`src/design/lhs_pkg.sv`:
```
// ----------------------------------------------------------------------------
// lhs_pkg
// Shared types and constants of the link heartbeat supervisor.
// ----------------------------------------------------------------------------
package lhs_pkg;

   localparam int ACT_MAX     = 6;
   localparam int ACT_IDX_W   = 3;
   localparam int QUEUE_DEPTH = 4;
   localparam int QPTR_W      = $clog2(QUEUE_DEPTH);
   localparam int QCNT_W      = $clog2(QUEUE_DEPTH + 1);

   typedef enum logic [3:0] {
      ACT_NONE         = 4'd0,
      ACT_LINK_REQ     = 4'd1,
      ACT_HEARTBEAT    = 4'd2,
      ACT_REPORT       = 4'd3,
      ACT_WDOG_WARN    = 4'd4,
      ACT_POWER_DOWN   = 4'd5,
      ACT_TIMEOUT_WARN = 4'd6,
      ACT_SELF_RESET   = 4'd7,
      ACT_POWER_UP     = 4'd8,
      ACT_LINK_UP      = 4'd9,
      ACT_FEED_ACK     = 4'd10
   } action_type;

   typedef enum logic [2:0] {
      FUNC_TICK     = 3'd0,
      FUNC_LINK_ACK = 3'd1,
      FUNC_BEAT_ACK = 3'd2,
      FUNC_FEED     = 3'd3,
      FUNC_SLEEP    = 3'd4,
      FUNC_WAKE     = 3'd5
   } func_type;

   localparam logic [2:0] REG_HB_PERIOD    = 3'd0;
   localparam logic [2:0] REG_LINK_TIMEOUT = 3'd1;
   localparam logic [2:0] REG_FEED_RELOAD  = 3'd2;
   localparam logic [2:0] REG_EXP_RELOAD   = 3'd3;
   localparam logic [2:0] REG_PWR_DELAY    = 3'd4;

   localparam logic [15:0] RST_HB_PERIOD    = 16'd20;
   localparam logic [15:0] RST_LINK_TIMEOUT = 16'd600;
   localparam logic [15:0] RST_FEED_RELOAD  = 16'd30;
   localparam logic [15:0] RST_EXP_RELOAD   = 16'd600;
   localparam logic [3:0]  RST_PWR_DELAY    = 4'd3;
   localparam logic [15:0] RST_WDOG         = 16'd600;

   localparam logic [15:0] WDOG_WARN_AT   = 16'd10;
   localparam logic [16:0] TIMEOUT_MARGIN = 17'd10;
   localparam logic [7:0]  ACK_BYTE       = 8'h01;
   localparam logic [7:0]  FEED_BYTE      = 8'hAA;

   typedef struct packed {
      logic [15:0] hb_period;
      logic [15:0] link_timeout;
      logic [15:0] feed_reload;
      logic [15:0] expiry_reload;
      logic [3:0]  power_up_delay;
   } cfg_type;

   typedef struct packed {
      logic [ACT_MAX-1:0][3:0] acts;
      logic [ACT_IDX_W-1:0]    count;
      logic                    connected;
   } entry_type;

endpackage

```
`src/design/link_heartbeat_supervisor_unit.sv`:
```
// ----------------------------------------------------------------------------
// link_heartbeat_supervisor_unit
// Serial link supervisor: link request, heartbeat, watchdog and power control.
//
//   channel | dir | contents
//   req     | in  | tuser[2:0] func, tdata[7:0] data_byte
//   rsp     | out | tdata[3:0] action, tuser[0] connected, tlast last
//   csr     | in  | APB, 5 registers at 4*i
//
// One event is taken per cycle while the 4-entry queue has room.
// Each event yields 1 to 6 actions, sent one per cycle while rsp_tready
// is held high; every action passes through the single output register.
// First action is offered after the queue, current-entry and output registers.
// Reset is synchronous; no clearing pass.
// ----------------------------------------------------------------------------
module link_heartbeat_supervisor_unit (
   input  logic        clock,
   input  logic        reset,
   input  logic        req_tvalid,
   output logic        req_tready,
   input  logic [7:0]  req_tdata,   // [7:0] data_byte
   input  logic [2:0]  req_tuser,   // [2:0] func
   output logic        rsp_tvalid,
   input  logic        rsp_tready,
   output logic [7:0]  rsp_tdata,   // [3:0] action, [7:4] zero
   output logic [0:0]  rsp_tuser,   // [0] connected
   output logic        rsp_tlast,
   input  logic        csr_psel,
   input  logic        csr_penable,
   input  logic        csr_pwrite,
   input  logic [4:0]  csr_paddr,
   input  logic [31:0] csr_pwdata,
   output logic [31:0] csr_prdata,
   output logic        csr_pready
);

   lhs_pkg::cfg_type   cfg_ff;
   lhs_pkg::entry_type f_entry;
   lhs_pkg::entry_type q_data;
   logic               f_push;
   logic               q_full;
   logic               q_valid;
   logic               q_pop;
   logic [3:0]         b_action;
   logic               b_conn;
   logic               csr_wr;
   logic [2:0]         csr_idx;

   assign csr_pready = 1'b1;
   assign csr_wr     = csr_psel && csr_penable && csr_pwrite && csr_pready;
   assign csr_idx    = csr_paddr[4:2];

   always_ff @(posedge clock) begin
      if (reset) begin
         cfg_ff.hb_period      <= lhs_pkg::RST_HB_PERIOD;
         cfg_ff.link_timeout   <= lhs_pkg::RST_LINK_TIMEOUT;
         cfg_ff.feed_reload    <= lhs_pkg::RST_FEED_RELOAD;
         cfg_ff.expiry_reload  <= lhs_pkg::RST_EXP_RELOAD;
         cfg_ff.power_up_delay <= lhs_pkg::RST_PWR_DELAY;
      end else if (csr_wr) begin
         case (csr_idx)
            lhs_pkg::REG_HB_PERIOD:    cfg_ff.hb_period      <= csr_pwdata[15:0];
            lhs_pkg::REG_LINK_TIMEOUT: cfg_ff.link_timeout   <= csr_pwdata[15:0];
            lhs_pkg::REG_FEED_RELOAD:  cfg_ff.feed_reload    <= csr_pwdata[15:0];
            lhs_pkg::REG_EXP_RELOAD:   cfg_ff.expiry_reload  <= csr_pwdata[15:0];
            lhs_pkg::REG_PWR_DELAY:    cfg_ff.power_up_delay <= csr_pwdata[3:0];
            default: begin
            end
         endcase
      end
   end

   always_comb begin
      case (csr_idx)
         lhs_pkg::REG_HB_PERIOD:    csr_prdata = {16'd0, cfg_ff.hb_period};
         lhs_pkg::REG_LINK_TIMEOUT: csr_prdata = {16'd0, cfg_ff.link_timeout};
         lhs_pkg::REG_FEED_RELOAD:  csr_prdata = {16'd0, cfg_ff.feed_reload};
         lhs_pkg::REG_EXP_RELOAD:   csr_prdata = {16'd0, cfg_ff.expiry_reload};
         lhs_pkg::REG_PWR_DELAY:    csr_prdata = {28'd0, cfg_ff.power_up_delay};
         default:                   csr_prdata = '0;
      endcase
   end

   lhs_front u_front (
      .clock    (clock),
      .reset    (reset),
      .cfg      (cfg_ff),
      .in_valid (req_tvalid),
      .in_func  (req_tuser),
      .in_data  (req_tdata),
      .q_full   (q_full),
      .in_ready (req_tready),
      .push     (f_push),
      .entry    (f_entry)
   );

   lhs_queue u_queue (
      .clock     (clock),
      .reset     (reset),
      .push      (f_push),
      .push_data (f_entry),
      .pop       (q_pop),
      .full      (q_full),
      .valid     (q_valid),
      .data      (q_data)
   );

   lhs_back u_back (
      .clock         (clock),
      .reset         (reset),
      .q_valid       (q_valid),
      .q_data        (q_data),
      .pop           (q_pop),
      .out_valid     (rsp_tvalid),
      .out_ready     (rsp_tready),
      .out_action    (b_action),
      .out_connected (b_conn),
      .out_last      (rsp_tlast)
   );

   assign rsp_tdata = {4'd0, b_action};
   assign rsp_tuser = b_conn;

endmodule

```
`src/design/lhs_front.sv`:
```
// ----------------------------------------------------------------------------
// lhs_front
// Takes one event per cycle unless full; updates supervisor state, builds its action list.
// ----------------------------------------------------------------------------
module lhs_front (
   input  logic               clock,
   input  logic               reset,
   input  lhs_pkg::cfg_type   cfg,
   input  logic               in_valid,
   input  logic [2:0]         in_func,
   input  logic [7:0]         in_data,
   input  logic               q_full,
   output logic               in_ready,
   output logic               push,
   output lhs_pkg::entry_type entry
);

   logic        conn_ff, conn_in;
   logic        awake_ff, awake_in;
   logic        rep_ff, rep_in;
   logic [15:0] beat_ff, beat_in;
   logic [15:0] sil_ff, sil_in;
   logic [15:0] wd_ff, wd_in;
   logic [3:0]  pd_ff, pd_in;

   logic [lhs_pkg::ACT_MAX-1:0][3:0] acts;
   logic [lhs_pkg::ACT_IDX_W-1:0]    n_act;
   logic [3:0]  pd_dec;
   logic [3:0]  pd_load;
   logic [15:0] beat_inc;
   logic [15:0] wd_dec;
   logic [15:0] sil_inc;
   logic        wd_expired;

   assign in_ready = !q_full;
   assign push     = in_valid && in_ready;
   assign pd_load  = (cfg.power_up_delay == 4'd0) ? 4'd1 : cfg.power_up_delay;
   assign pd_dec   = pd_ff - 4'd1;
   assign beat_inc = beat_ff + 16'd1;
   assign wd_dec   = wd_ff - 16'd1;
   assign sil_inc  = sil_ff + 16'd1;

   always_comb begin
      conn_in    = conn_ff;
      awake_in   = awake_ff;
      rep_in     = rep_ff;
      beat_in    = beat_ff;
      sil_in     = sil_ff;
      wd_in      = wd_ff;
      pd_in      = pd_ff;
      acts       = '0;
      n_act      = '0;
      wd_expired = 1'b0;
      case (lhs_pkg::func_type'(in_func))
         lhs_pkg::FUNC_TICK: begin
            if (pd_ff != 4'd0) begin
               pd_in = pd_dec;
               if (pd_dec == 4'd0) begin
                  acts[n_act] = lhs_pkg::ACT_POWER_UP;
                  n_act = n_act + 3'd1;
               end
            end
            if (awake_ff) begin
               if (!conn_ff) begin
                  acts[n_act] = lhs_pkg::ACT_LINK_REQ;
                  n_act = n_act + 3'd1;
               end else begin
                  if (beat_inc >= cfg.hb_period) begin
                     beat_in = '0;
                     acts[n_act] = lhs_pkg::ACT_HEARTBEAT;
                     n_act = n_act + 3'd1;
                     if (!rep_ff) begin
                        acts[n_act] = lhs_pkg::ACT_REPORT;
                        n_act = n_act + 3'd1;
                        rep_in = 1'b1;
                     end
                  end else begin
                     beat_in = beat_inc;
                  end
                  if (wd_ff != 16'd0) begin
                     if (wd_dec == 16'd0) begin
                        wd_expired = 1'b1;
                        wd_in   = cfg.expiry_reload;
                        conn_in = 1'b0;
                        beat_in = '0;
                        sil_in  = '0;
                        pd_in   = pd_load;
                        acts[n_act] = lhs_pkg::ACT_POWER_DOWN;
                        n_act = n_act + 3'd1;
                     end else begin
                        wd_in = wd_dec;
                        if (wd_dec == lhs_pkg::WDOG_WARN_AT) begin
                           acts[n_act] = lhs_pkg::ACT_WDOG_WARN;
                           n_act = n_act + 3'd1;
                        end
                     end
                  end
               end
               if (!wd_expired) begin
                  if (sil_inc >= cfg.link_timeout) begin
                     conn_in = 1'b0;
                     beat_in = '0;
                     sil_in  = '0;
                     rep_in  = 1'b0;
                     pd_in   = pd_load;
                     acts[n_act] = lhs_pkg::ACT_POWER_DOWN;
                     n_act = n_act + 3'd1;
                     acts[n_act] = lhs_pkg::ACT_SELF_RESET;
                     n_act = n_act + 3'd1;
                  end else begin
                     sil_in = sil_inc;
                     if ({1'b0, sil_inc} + lhs_pkg::TIMEOUT_MARGIN
                         == {1'b0, cfg.link_timeout}) begin
                        acts[n_act] = lhs_pkg::ACT_TIMEOUT_WARN;
                        n_act = n_act + 3'd1;
                     end
                  end
               end
            end
         end
         lhs_pkg::FUNC_LINK_ACK: begin
            if (in_data == lhs_pkg::ACK_BYTE) begin
               beat_in = '0;
               sil_in  = '0;
               conn_in = 1'b1;
               acts[0] = lhs_pkg::ACT_LINK_UP;
               acts[1] = lhs_pkg::ACT_HEARTBEAT;
               n_act   = 3'd2;
            end
         end
         lhs_pkg::FUNC_BEAT_ACK: begin
            if (in_data == lhs_pkg::ACK_BYTE) begin
               beat_in = '0;
               sil_in  = '0;
               conn_in = 1'b1;
            end
         end
         lhs_pkg::FUNC_FEED: begin
            if (in_data == lhs_pkg::FEED_BYTE) begin
               wd_in   = cfg.feed_reload;
               acts[0] = lhs_pkg::ACT_FEED_ACK;
               n_act   = 3'd1;
            end
         end
         lhs_pkg::FUNC_SLEEP: begin
            awake_in = 1'b0;
            conn_in  = 1'b0;
            rep_in   = 1'b0;
         end
         lhs_pkg::FUNC_WAKE: begin
            awake_in = 1'b1;
         end
         default: begin
         end
      endcase
   end

   always_comb begin
      entry.acts      = acts;
      entry.count     = (n_act == 3'd0) ? 3'd1 : n_act;
      entry.connected = conn_in;
   end

   always_ff @(posedge clock) begin
      if (reset) begin
         conn_ff  <= 1'b0;
         awake_ff <= 1'b0;
         rep_ff   <= 1'b0;
         beat_ff  <= '0;
         sil_ff   <= '0;
         wd_ff    <= lhs_pkg::RST_WDOG;
         pd_ff    <= '0;
      end else if (push) begin
         conn_ff  <= conn_in;
         awake_ff <= awake_in;
         rep_ff   <= rep_in;
         beat_ff  <= beat_in;
         sil_ff   <= sil_in;
         wd_ff    <= wd_in;
         pd_ff    <= pd_in;
      end
   end

endmodule

```
`src/design/lhs_queue.sv`:
```
// ----------------------------------------------------------------------------
// lhs_queue
// Short FIFO of action lists between the front and back parts.
// ----------------------------------------------------------------------------
module lhs_queue (
   input  logic               clock,
   input  logic               reset,
   input  logic               push,
   input  lhs_pkg::entry_type push_data,
   input  logic               pop,
   output logic               full,
   output logic               valid,
   output lhs_pkg::entry_type data
);

   lhs_pkg::entry_type mem [lhs_pkg::QUEUE_DEPTH];
   logic [lhs_pkg::QPTR_W-1:0] wr_ptr_ff, wr_ptr_in;
   logic [lhs_pkg::QPTR_W-1:0] rd_ptr_ff, rd_ptr_in;
   logic [lhs_pkg::QCNT_W-1:0] cnt_ff, cnt_in;

   assign full  = (cnt_ff == lhs_pkg::QCNT_W'(lhs_pkg::QUEUE_DEPTH));
   assign valid = (cnt_ff != '0);
   assign data  = mem[rd_ptr_ff];

   always_comb begin
      wr_ptr_in = wr_ptr_ff;
      rd_ptr_in = rd_ptr_ff;
      cnt_in    = cnt_ff;
      if (push) begin
         wr_ptr_in = (wr_ptr_ff == lhs_pkg::QPTR_W'(lhs_pkg::QUEUE_DEPTH - 1)) ?
                     '0 : wr_ptr_ff + lhs_pkg::QPTR_W'(1);
      end
      if (pop) begin
         rd_ptr_in = (rd_ptr_ff == lhs_pkg::QPTR_W'(lhs_pkg::QUEUE_DEPTH - 1)) ?
                     '0 : rd_ptr_ff + lhs_pkg::QPTR_W'(1);
      end
      if (push && !pop) begin
         cnt_in = cnt_ff + lhs_pkg::QCNT_W'(1);
      end else if (pop && !push) begin
         cnt_in = cnt_ff - lhs_pkg::QCNT_W'(1);
      end
   end

   always_ff @(posedge clock) begin
      if (push) begin
         mem[wr_ptr_ff] <= push_data;
      end
   end

   always_ff @(posedge clock) begin
      if (reset) begin
         wr_ptr_ff <= '0;
         rd_ptr_ff <= '0;
         cnt_ff    <= '0;
      end else begin
         wr_ptr_ff <= wr_ptr_in;
         rd_ptr_ff <= rd_ptr_in;
         cnt_ff    <= cnt_in;
      end
   end

endmodule

```
`src/design/lhs_back.sv`:
```
// ----------------------------------------------------------------------------
// lhs_back
// Pops action lists and sends them out one action per transaction.
// ----------------------------------------------------------------------------
module lhs_back (
   input  logic               clock,
   input  logic               reset,
   input  logic               q_valid,
   input  lhs_pkg::entry_type q_data,
   output logic               pop,
   output logic               out_valid,
   input  logic               out_ready,
   output logic [3:0]         out_action,
   output logic               out_connected,
   output logic               out_last
);

   logic                          cur_valid_ff, cur_valid_in;
   lhs_pkg::entry_type            cur_ff, cur_in;
   logic [lhs_pkg::ACT_IDX_W-1:0] idx_ff, idx_in;
   logic                          out_valid_ff, out_valid_in;
   logic [3:0]                    out_action_ff;
   logic                          out_conn_ff;
   logic                          out_last_ff;
   logic                          out_free;
   logic                          emit;
   logic                          is_last;

   assign out_free = !out_valid_ff || out_ready;
   assign emit     = cur_valid_ff && out_free;
   assign is_last  = (idx_ff == cur_ff.count - 3'd1);
   assign pop      = q_valid && (!cur_valid_ff || (emit && is_last));

   always_comb begin
      cur_valid_in = cur_valid_ff;
      cur_in       = cur_ff;
      idx_in       = idx_ff;
      if (emit) begin
         idx_in = idx_ff + 3'd1;
         if (is_last) begin
            cur_valid_in = 1'b0;
            idx_in       = '0;
         end
      end
      if (pop) begin
         cur_valid_in = 1'b1;
         cur_in       = q_data;
         idx_in       = '0;
      end
      if (emit) begin
         out_valid_in = 1'b1;
      end else if (out_ready) begin
         out_valid_in = 1'b0;
      end else begin
         out_valid_in = out_valid_ff;
      end
   end

   always_ff @(posedge clock) begin
      cur_ff <= cur_in;
      if (emit) begin
         out_action_ff <= cur_ff.acts[idx_ff];
         out_conn_ff   <= cur_ff.connected;
         out_last_ff   <= is_last;
      end
   end

   always_ff @(posedge clock) begin
      if (reset) begin
         cur_valid_ff <= 1'b0;
         idx_ff       <= '0;
         out_valid_ff <= 1'b0;
      end else begin
         cur_valid_ff <= cur_valid_in;
         idx_ff       <= idx_in;
         out_valid_ff <= out_valid_in;
      end
   end

   assign out_valid     = out_valid_ff;
   assign out_action    = out_action_ff;
   assign out_connected = out_conn_ff;
   assign out_last      = out_last_ff;

   a_count_range: assert property (@(posedge clock) disable iff (reset)
      cur_valid_ff |-> (cur_ff.count != 3'd0) &&
                       (cur_ff.count <= 3'(lhs_pkg::ACT_MAX)))
      else $error("action count out of range");

   a_idx_bound: assert property (@(posedge clock) disable iff (reset)
      cur_valid_ff |-> idx_ff < cur_ff.count)
      else $error("action index past count");

   a_last_restart: assert property (@(posedge clock) disable iff (reset)
      (emit && is_last) |=> (idx_ff == '0))
      else $error("index not restarted after last action");

   a_pop_room: assert property (@(posedge clock) disable iff (reset)
      pop |-> q_valid && (!cur_valid_ff || emit))
      else $error("pop without room");

endmodule
```
`config.mk`:
```
export PLATFORM = sky130hd
export DESIGN_NAME = link_heartbeat_supervisor_unit
export DESIGN_NICKNAME = d
export VERILOG_FILES = /design/src/design/lhs_pkg.sv /design/src/design/link_heartbeat_supervisor_unit.sv /design/src/design/lhs_front.sv /design/src/design/lhs_queue.sv /design/src/design/lhs_back.sv
export SDC_FILE = /design/constraint.sdc
export NUM_CORES = 1
export LEC_CHECK = 0
export ABC_AREA = 1
export ABC_CLOCK_PERIOD_IN_PS = 5200
export BUFFER_PORTS_ARGS = -buffer_cell sky130_fd_sc_hd__buf_2
export CAP_MARGIN = 20
export CORE_MARGIN = 1.5
export CORE_UTILIZATION = 40
export CTS_CLUSTER_DIAMETER = 200
export DETAILED_ROUTE_END_ITERATION = 8
export PLACE_DENSITY = 0.52
export SLEW_MARGIN = 20
export SYNTH_ARGS = -nofsm -noshare
export SYNTH_HDL_FRONTEND = slang
export SYNTH_HIERARCHICAL = 1
export SYNTH_SLANG_ARGS = --single-unit
```
`constraint.sdc`:
```
create_clock -name clock -period 5.2 [get_ports clock]
set_input_delay 0.52 -clock clock [delete_from_list [all_inputs] [get_ports clock]]
set_output_delay 0.52 -clock clock [all_outputs]
set_load 0.005 [all_outputs]
```
==> reports/results.txt <==
Most used standard cell by instance count after synthesis: nand2_1. The number of antenna violations at the first check in global routing came out at 0. The worst setup path is launched from a register. CTS saw 283 sinks.

The worst path in the final design needs a cycle of 4.79 ns, including I/O delays and setup. Final hold analysis gives a worst-case slack of 0.235 ns. Total iterations of the first detailed-routing run: 5. The slowest stage cell on the critical path is dfxtp_4.

The logs give 0 for the number of max-slew violations in the final report and 0.216 for the all-layer global routing usage. The clock transition time at the flip-flop clock pins of the worst setup and hold paths was 0.06 ns. Async set or reset register ratio after synthesis: 0. The layout has 4174 filler cells. In the final routed layout, each cell accounts on average for 16.3 um. The logs give 2158 for the instance count of the mapped netlist and 2332 for the number of nets in the finished design. The HPWL after detailed placement is 32.5 mm. For this run, the slowest stage of the critical path takes 0.38 ns.

The detail route stage leaves a number of antenna-violating nets equal to 0. The share of the synthesized area in the top cell type was 0.265. Final clock period utilization by the worst path: 0.922. The internal power is 4.68 mW.

The run gives 42500 um2 as the total die area. The mean number of vias per cell was 5.08; the power share of the combinational group was 0.217. Counting flops and latches in the post-synthesis netlist gives 283.

The worst hold path begins at csr_pwdata[1]. At the pin with the least slew margin, the transition time is 0.963 ns. Setup violations remaining at the end of the flow were counted as 0. For the worst setup path, the data required time is 5.46 ns. The horizontal extent of the die is 206 um, and the cell depth of the worst flop-to-flop path is 31. The global-route wire length before repair was 71.6 mm; the mean cell area of the mapped netlist was 7.66 um2. The layout overhead on the synthesized area came out at 12.1%. The instance count after placement with tap cells included was 2706. Launch point of the worst path: u_front/beat_ff[0]. The number of violations reported at the end of detailed-routing iteration 0 is 791. By area the synthesized netlist is led by edfxtp_1 27%, dfxtp_1 17%, nand2_1 12%. The tools report the end of the worst register-to-register path as u_queue/mem[3][16]. The number of hold buffers added after CTS was 0. The run gives 0.419 as the power share of the sequential group. The logs give 58 for the maximum number of pins on one net before global-route repair and 209 MHz for the maximum achievable frequency.

The number of global-route vias before repair was 13300. The root buffer cell chosen for the clock tree is clkbuf_16. The worst hold path was traced through 3 stages. STA classifies the critical path endpoint as a register. Across all register-to-register paths, the minimum setup slack is 0.41 ns. The net switching share of the total power was 0.309. The highest fanout seen on the critical path is 9, and the largest buffer count on any clock path is 3. The total I/O pin count came out at 100. The total cell area at the placement stage came out at 17200 um2. For the max-slew headroom at the worst pin, the log shows 0.357. The number of hold-slack violations in the final timing report was 0. VDD sags by at most 0.190 mV. The H-tree generated during clock tree synthesis spans 2 levels.

Sequential element share of the synthesized area: 0.431. The die is 206 um tall. The startpoint of the most critical register-to-register path is u_front/beat_ff[0]. The finished layout holds 2777 standard cells, fillers aside. The initial core utilization is 0.405.

The weighted congestion reported at the end of routability-driven placement was 0.865; the clock latency reported for the late side of the worst-skew pair was 0.54 ns. The routed design has 45.2 mm of wire. Final instance area: 18500 um2. TritonCTS built the clock tree.

The number of enable-type register cells in the synthesized netlist was 146; the number of buffers inserted during clock tree synthesis was 36. After floorplanning, the core was divided into 74 placement rows. Number of antenna cells inserted: 0. The critical path is of the reg -> reg type. Input and output buffers added on the ports amount to 60. The logs give 0.363 for the fraction of power consumed by the clock network and 6 for the synthesis warning total. For this run the aggregate overflow at the end of global routing stands at 0. For this run, design rule violations remaining after detail routing come to 0.

The synthesized netlist contains 57 unique library cells. In this run the worst hold path is classified as in -> reg. Post-synth design cell area: 16500 um2. The run gives 2.09 mW as the switching power. The run finished with clean final reports. Data arrival time of the critical path: 5.05 ns.

Across the run, the number of max-cap violations was 0. Via count: 14100. Sorting the synthesized cells by how often they occur yields 515 x nand2_1, 301 x nor2_1, 239 x inv_1.

The path with the worst hold slack has its endpoint at cfg_ff[21]. Share of cells above drive strength 1: 0.130. Adding up every negative setup slack in the final design gives 0 ns. The logs give 0.0185 ns for the maximum clock skew at final layout and 40800 um2 for the area inside the core boundary. Power spread over the standard cell area amounts to 365 nW/um2.

For this run, the leading register cell type out of synthesis is edfxtp_1. The biggest area consumer among synthesized cells was edfxtp_1. The leakage power was 7.88 nW.
[per-stage QoR]
step                worst slack [ns]  total power [mW]  utilization
global route                 -0.0361              7.16        0.454
global placement              0.0974              4.33        0.421
finish                         0.408              6.77        0.454
floorplan                      0.593              3.94            -
detailed placement           -0.0864              4.37        0.421
CTS                           0.0298              6.85        0.450
[flip-flops by register name (all words and copies together), names as in the netlist, 2 cells and up, named ones only]
signal             flops
u_back/idx_ff          3
u_front/sil_ff        16
u_back/out_action      4
u_queue/rd_ptr_ff      2
cfg_ff                68
u_front/pd_ff          4
u_queue/cnt_ff         3
u_back/cur_ff         28
u_front/wd_ff         16
u_queue/wr_ptr_ff      2
u_queue/mem          112
u_front/beat_ff       16
[layer usage]
layer | part of all wire | wire length (um) | GRT usage | up-vias
li1 | - | - | - | 7167
met1 | 0.46 | 20600 | 0.279 | 6566
met2 | 0.47 | 21400 | 0.367 | 286
met3 | 0.038 | 1710 | 0.0279 | 79
met4 | 0.031 | 1420 | 0.0802 | 0
met5 | 0 | 0 | 0 | -
[how the worst max path moves through the flow]
| stage | to | slack [ns] |
|---|---|---|
| 5_1_grt | u_queue/mem[3][12] | -0.04 |
| 6_report | u_queue/mem[3][16] | 0.41 |
| 2_1_floorplan | u_queue/mem[0][7] | 0.59 |
| 3_3_place_gp | u_queue/mem[3][7] | 0.1 |
| 4_1_cts | u_queue/mem[2][7] | 0.03 |
| 3_5_place_dp | u_queue/mem[2][12] | -0.09 |
[cells by family (layout without fill, tap and decap cells)]
kind of cell	after synthesis	count (layout)	synth area share
XOR/XNOR	30	30	0.0164
other	3	26	0.000682
AND/OR/NAND/NOR	1108	1108	0.300
buffers and inverters	359	423	0.0972
flip-flops	283	283	0.431
adder cells (fa/ha/maj)	58	58	0.0444
AO/OA/AOI/OAI	317	317	0.110
[critical path, delay by kind of cell, from the launching register on]
family	cells	cell delay [ns]
XOR/XNOR	1	0.22
flip-flops	1	0.38
AND/OR/NAND/NOR	19	2.32
adder cells (fa/ha/maj)	3	0.76
AO/OA/AOI/OAI	3	0.41
buffers and inverters	5	0.42
[power groups by stage]
stage | Sequential, mW | Clock, mW | Combinational [mW]
floorplan | 2.86 | 0 | 1.08
global placement | 2.88 | 0 | 1.45
detailed placement | 2.89 | 0 | 1.48
CTS | 2.84 | 2.53 | 1.48
global route | 2.87 | 2.61 | 1.67
finish | 2.84 | 2.46 | 1.47
[final cells by class]
cell class / count / area [um2] / area share
clock buffers: 51 / 1050 / 0.0567
clock inverters: 13 / 125 / 0.00676
inverters: 262 / 988 / 0.0534
multi-input cells: 1539 / 7970 / 0.430
flip-flops and latches: 283 / 7130 / 0.385
well taps: 532 / 666 / 0.0359
repair buffers: 97 / 591 / 0.0319
[cells in the final DEF, fill, tap and decap left out, types with 18 or more instances in the layout]
master,netlist,layout
xor2_1,29,29
o211ai_1,18,18
edfxtp_1,146,146
nand4_1,34,34
o21ai_1,22,22
buf_4,30,36
conb_1,3,26
nor2_2,24,27
dfxtp_1,137,134
o22ai_1,33,33
nand2_1,515,515
nand3_2,14,18
nor2_4,19,20
ha_1,57,57
buf_2,23,60
nand3_1,137,133
o21ai_0,99,99
a21oi_1,97,96
clkbuf_16,0,38
nor2_1,301,297
inv_1,239,237
nand2_2,28,27
[repair_timing]
| item | CTS | global route |
|---|---|---|
| gates cloned | 0 | 0 |
| setup endpoints to repair | 36 | 88 |
| resized for setup | 3 | 19 |
| pin swaps | 0 | 6 |
| buffers inserted | 0 | 7 |
No activity file was read; power rests on OpenSTA's default activity.
